$ cat src/rtl/core/hvf_pkg.sv
// hvf_pkg: shared types, constants and helpers of the viterbi forward pass
// used by hvf_divider, hvf_front, hvf_back and the top level; depends on nothing
`timescale 1ns / 1ps

package hvf_pkg;

    localparam int DEFAULT_MAX_STATES = 16;
    localparam int PROB_W = 32;
    localparam int SUM_W  = 37;
    localparam int CNT_W  = 5;
    localparam int DIV_W  = 65;

    localparam logic [PROB_W-1:0] ONES32 = '1;

    // input function codes
    localparam logic [1:0] FUNC_PRIOR = 2'd0;
    localparam logic [1:0] FUNC_TRANS = 2'd1;
    localparam logic [1:0] FUNC_OBS   = 2'd2;
    localparam logic [1:0] FUNC_START = 2'd3;

    // register indexes
    localparam logic REG_NUM_STATES  = 1'b0;
    localparam logic REG_SCALE_ENABLE = 1'b1;

    typedef struct packed {
        logic [1:0]        func;
        logic [3:0]        from_state;
        logic [3:0]        to_state;
        logic [PROB_W-1:0] prob;
    } hvf_op_t;

    typedef struct packed {
        logic [CNT_W-1:0] q;
        logic             scale_en;
    } hvf_cfg_t;

    // states in use: zero acts as one, top clipped to the table depth
    function automatic logic [CNT_W-1:0] states_in_use(input logic [CNT_W-1:0] n,
                                                       input logic [CNT_W-1:0] lim);
        logic [CNT_W-1:0] r;
        r = n;
        if (r == '0)
        begin
            r = CNT_W'(1);
        end
        if (r > lim)
        begin
            r = lim;
        end
        return r;
    endfunction

endpackage

$ cat src/rtl/core/hvf_front.sv
// hvf_front: accepts input transactions, drops out-of-range ones, queues the rest
// uses hvf_pkg for the op and config structs
`timescale 1ns / 1ps

module hvf_front #(
    parameter int MAX_STATES = hvf_pkg::DEFAULT_MAX_STATES
) (
    input  logic                     clk,
    input  logic                     rst_n,
    input  hvf_pkg::hvf_cfg_t        cfg,
    input  logic                     item_valid,
    output logic                     item_ready,
    input  logic [1:0]               func,
    input  logic [3:0]               from_state,
    input  logic [3:0]               to_state,
    input  logic [hvf_pkg::PROB_W-1:0] prob_value,
    output logic                     op_valid,
    input  logic                     op_ready,
    output hvf_pkg::hvf_op_t         op
);
    import hvf_pkg::*;

    localparam int NS = (MAX_STATES < 16) ? MAX_STATES : 16;
    localparam logic [CNT_W-1:0] NS_C = CNT_W'(NS);

    logic [1:0] count_reg, count_next;
    hvf_op_t    slot_reg [2];
    hvf_op_t    slot_next [2];
    logic       keep;
    logic       push, pop;
    hvf_op_t    entry;

    // classify: keep only transactions that do something
    always_comb
    begin
        entry.func       = func;
        entry.from_state = from_state;
        entry.to_state   = to_state;
        entry.prob       = prob_value;
        case (func)
            FUNC_PRIOR: keep = ({1'b0, to_state} < NS_C);
            FUNC_TRANS: keep = ({1'b0, to_state} < NS_C) && ({1'b0, from_state} < NS_C);
            FUNC_OBS:   keep = ({1'b0, to_state} < cfg.q);
            default:    keep = 1'b1;
        endcase
    end

    assign item_ready = (count_reg != 2'd2);
    assign op_valid   = (count_reg != 2'd0);
    assign op         = slot_reg[0];
    assign pop        = op_valid && op_ready;
    assign push       = item_valid && item_ready && keep;

    // two-entry queue, head in slot 0
    always_comb
    begin
        slot_next[0] = slot_reg[0];
        slot_next[1] = slot_reg[1];
        count_next   = count_reg;
        if (pop)
        begin
            slot_next[0] = slot_reg[1];
        end
        if (push)
        begin
            if (count_reg == 2'd0 || (count_reg == 2'd1 && pop))
            begin
                slot_next[0] = entry;
            end
            else
            begin
                slot_next[1] = entry;
            end
        end
        count_next = count_reg + 2'(push) - 2'(pop);
    end

    always_ff @(posedge clk or negedge rst_n)
    begin
        if (!rst_n)
        begin
            count_reg <= 2'd0;
        end
        else
        begin
            count_reg <= count_next;
        end
    end

    always_ff @(posedge clk)
    begin
        slot_reg[0] <= slot_next[0];
        slot_reg[1] <= slot_next[1];
    end

endmodule

$ cat config.mk
export PLATFORM = sky130hd
export DESIGN_NAME = hvf_front
export DESIGN_NICKNAME = d
export VERILOG_FILES = /design/src/rtl/core/hvf_pkg.sv /design/src/rtl/core/hvf_front.sv
export SDC_FILE = /design/constraint.sdc
export NUM_CORES = 1
export LEC_CHECK = 0
export BUFFER_PORTS_ARGS = -buffer_cell sky130_fd_sc_hd__buf_2
export CORE_UTILIZATION = 50
export CTS_BUF_LIST = sky130_fd_sc_hd__clkbuf_4
export DETAILED_ROUTE_END_ITERATION = 6
export GPL_TIMING_DRIVEN = 0
export PLACE_DENSITY = 0.85
export SETUP_SLACK_MARGIN = 0.05
export SYNTH_ARGS = -nofsm -noshare
export SYNTH_HDL_FRONTEND = slang
export SYNTH_SLANG_ARGS = --single-unit
$ cat constraint.sdc
create_clock -name clk -period 13 [get_ports clk]
set_clock_uncertainty 0.15 [all_clocks]
set_input_delay 0.65 -clock clk [delete_from_list [all_inputs] [get_ports clk]]
set_output_delay 0.65 -clock clk [all_outputs]
set_load 0.03 [all_outputs]
==> impl_results.md <==
* Status: finished, final reports clean
* Die span in y at approximately 90 um
* Clock sink total at 86
* Pleak at around 2.3 nW
* Setup TNS at 0 ps
* Wire length per cell at about 14 um
* Tot Pwr at 1.27 mW
* I/O pin cnt at 96
* Syn Area/Cell at about 16 um^2
* WL final at between 6000 and 7000 um
* Max reg flops at 84
* Die footprint at between 8000 and 9000 um^2
* Worst Hold Launch: prob_value[14]
* Via density at roughly 4.6
* # Max-Cap Violations at 0
* Fin crit share at about 20%
* Post-Syn Nets at around 310
* WP data required at 12970 ps
* Critical Path AT at 2520 ps
* Root Driver: clkbuf_4
* Worst vdd ir at 0.131 mV
* Final setup fails at 0
* Final Critical Period at around 2500 ps
* Worst min path class: primary input to flip-flop
* Clock-pin slew on the worst setup and hold paths at approximately 140 ps
* Yosys reg bits at 86
* CTS hold repair buffers at 1
* Initial Util at between 50% and 60%
* Cells after Synth at between 200 and 300
* Vias in the first global route at approximately 2200
* Final Max Slew Viols at 0
* Mapped Area at a little over 4000 um^2
* Total GRT Usage at 16.6%
* Total gr overflow at 0
* Sequential area share after synthesis at between 50% and 60%
* RSZ-0062 raised after global routing: no
* Core box area at a little under 8000 um^2
* Postcts setup bufs at 0
* Die W at 91.7 um
* Endpoint, Worst Hold: slot_reg[0][56]
* Nets at ~420
* Ys Warns at 0
* CP Capture Type: flip-flop
* Maximum clock frequency at ~400 MHz
* Iteration-0 DRC Markers at between 40 and 50
* Reg2reg start: count_reg[1]
* Post-CTS Resized at 0
* DR vias at around 2200
* CTS tree: yes
* Fin. Hold Viols at 0
* Critical path class: primary input to flip-flop
* Cts bufs inserted at 9
* Area delta synth->final at 20.6%
* Startpoint Class: primary input
* Top_reg_cell synth: edfxtp_1
* Final HPWL DP at ~4600 um
* CTS max path bufs at 2
* Slew @ Worst Pin at between 500 and 600 ps
* Post-synth EDFFs at 42
* Detail Route Antenna Nets at 0
* Initial antenna violation count at 1
* Internal reg-to-reg setup slack at around 11000 ps
* Hold depth at 1
* CP max FO at 11
* Drt drc at 0
* Fillcell total at ~620
* PD cells at around 260 nW/um^2
* R2R cell count at 9
* Worst R2R End: count_reg[1]
* IO Port Bufs at between 90 and 100
* Later-pin clock latency in the skew report at about 410 ps
* Global-route wire length before repair at around 11000 um
* Fraction of layout cells with a size suffix above 1 at approximately two thirds
* Worst rel slew slack at 59.9%
* FP Rows at 32
* Pre-antenna DRT Iters at 4
* Largest net degree at the start of global routing at 15
* Synth cell types at 29
* H-tree depth at 3
* Final Wtd Congestion at approximately 0.71
* Ys async rst share at under 10%
* Antenna cells at 0
-- where the power goes --
part	internal [mW]	switching (mW)	leakage, nW
Combinational	0.365	0.300	1.46
Clock	0.0828	0.0882	0.0833
Sequential	0.387	0.0446	0.767
Total	0.834	0.433	2.31
-- cell families (layout without fill, tap and decap cells) --
kind of cell,Yosys count,count (layout),synth area share [%]
compound gates,5,5,0.808
xor+xnor,2,2,0.435
fa+ha+maj,5,5,1.55
buf+inv,59,174,11.4
flops,86,86,53.4
mux,83,83,30.0
simple gates,14,14,2.30
-- worst max-delay path, stage by stage --
cell and delay [ps]:
buf_2 70, inv_1 30, ha_1 290, a21oi_1 120, o21ai_0 140, nand3_1 130, nor3b_2 520, buf_6 220
buf_8 150, buf_6 170
-- Yosys cell counts (all sizes together), types with 2 or more instances --
master	number	area, um^2
dfxtp	42	841
dfrtp	2	50.1
o21ai	2	10.0
nand3	2	10.0
ha	5	62.6
buf	52	434
nand2	2	7.51
mux2	80	1180
edfxtp	42	1260
inv	7	26.3
xnor2	2	17.5
mux2i	3	30.0
-- final cells by class --
class,count,area (um^2),area share (%)
buffer,52,434,8.94
clock buffer,11,82.6,1.70
clock inverter,5,83.8,1.73
inverter,7,26.3,0.541
multi-input combinational,109,1420,29.2
sequential,86,2150,44.3
tap,102,128,2.63
timing repair buffer,99,529,10.9
-- worst max path at each step --
| stage | startpoint | endpoint | slack [ps] |
|---|---|---|---|
| 5_1_grt | cfg[3] | slot_reg[0][55] | 10360 |
| 4_1_cts | cfg[3] | slot_reg[0][59] | 10440 |
| 2_1_floorplan | cfg[3] | slot_reg[0][42] | 7970 |
| 6_report | cfg[3] | slot_reg[0][59] | 10450 |
| 3_5_place_dp | cfg[3] | slot_reg[0][65] | 9980 |
| 3_3_place_gp | cfg[3] | slot_reg[0][58] | 5880 |
-- placed cells by master (no fill, tap or decap), types with 2 or more instances in the layout --
cell         n
ha_1         5
mux2_2       6
buf_6        4
inv_1        7
mux2i_1      3
dfxtp_1     42
buf_12       4
bufinv_16    2
clkinvlp_4   2
o21ai_0      2
buf_4       43
nand2_1      2
buf_2       98
edfxtp_1    42
nand3_1      2
xnor2_1      2
clkbuf_4    11
dfrtp_1      2
mux2_4      74
-- routing by layer --
metal	vias to the layer above	routed length, um	GRT usage (%)
li1	1082	-	-
met1	1025	2980	22.0
met2	58	3150	27.1
met3	7	322	3.48
met4	2	69	5.86
met5	-	13	0
-- per-stage QoR --
step	setup WS (ps)	hold WS [ps]	utilization [%]	std cells	cell area [um^2]
2_1_floorplan	7970	204	-	254	4030
3_3_place_gp	5880	284	59.5	450	4620
3_5_place_dp	9980	291	60.2	454	4680
4_1_cts	10440	235	62.5	471	4850
5_1_grt	10360	232	62.5	471	4850
6_report	10450	265	62.5	471	4850
(Power assumes the default switching activity.)
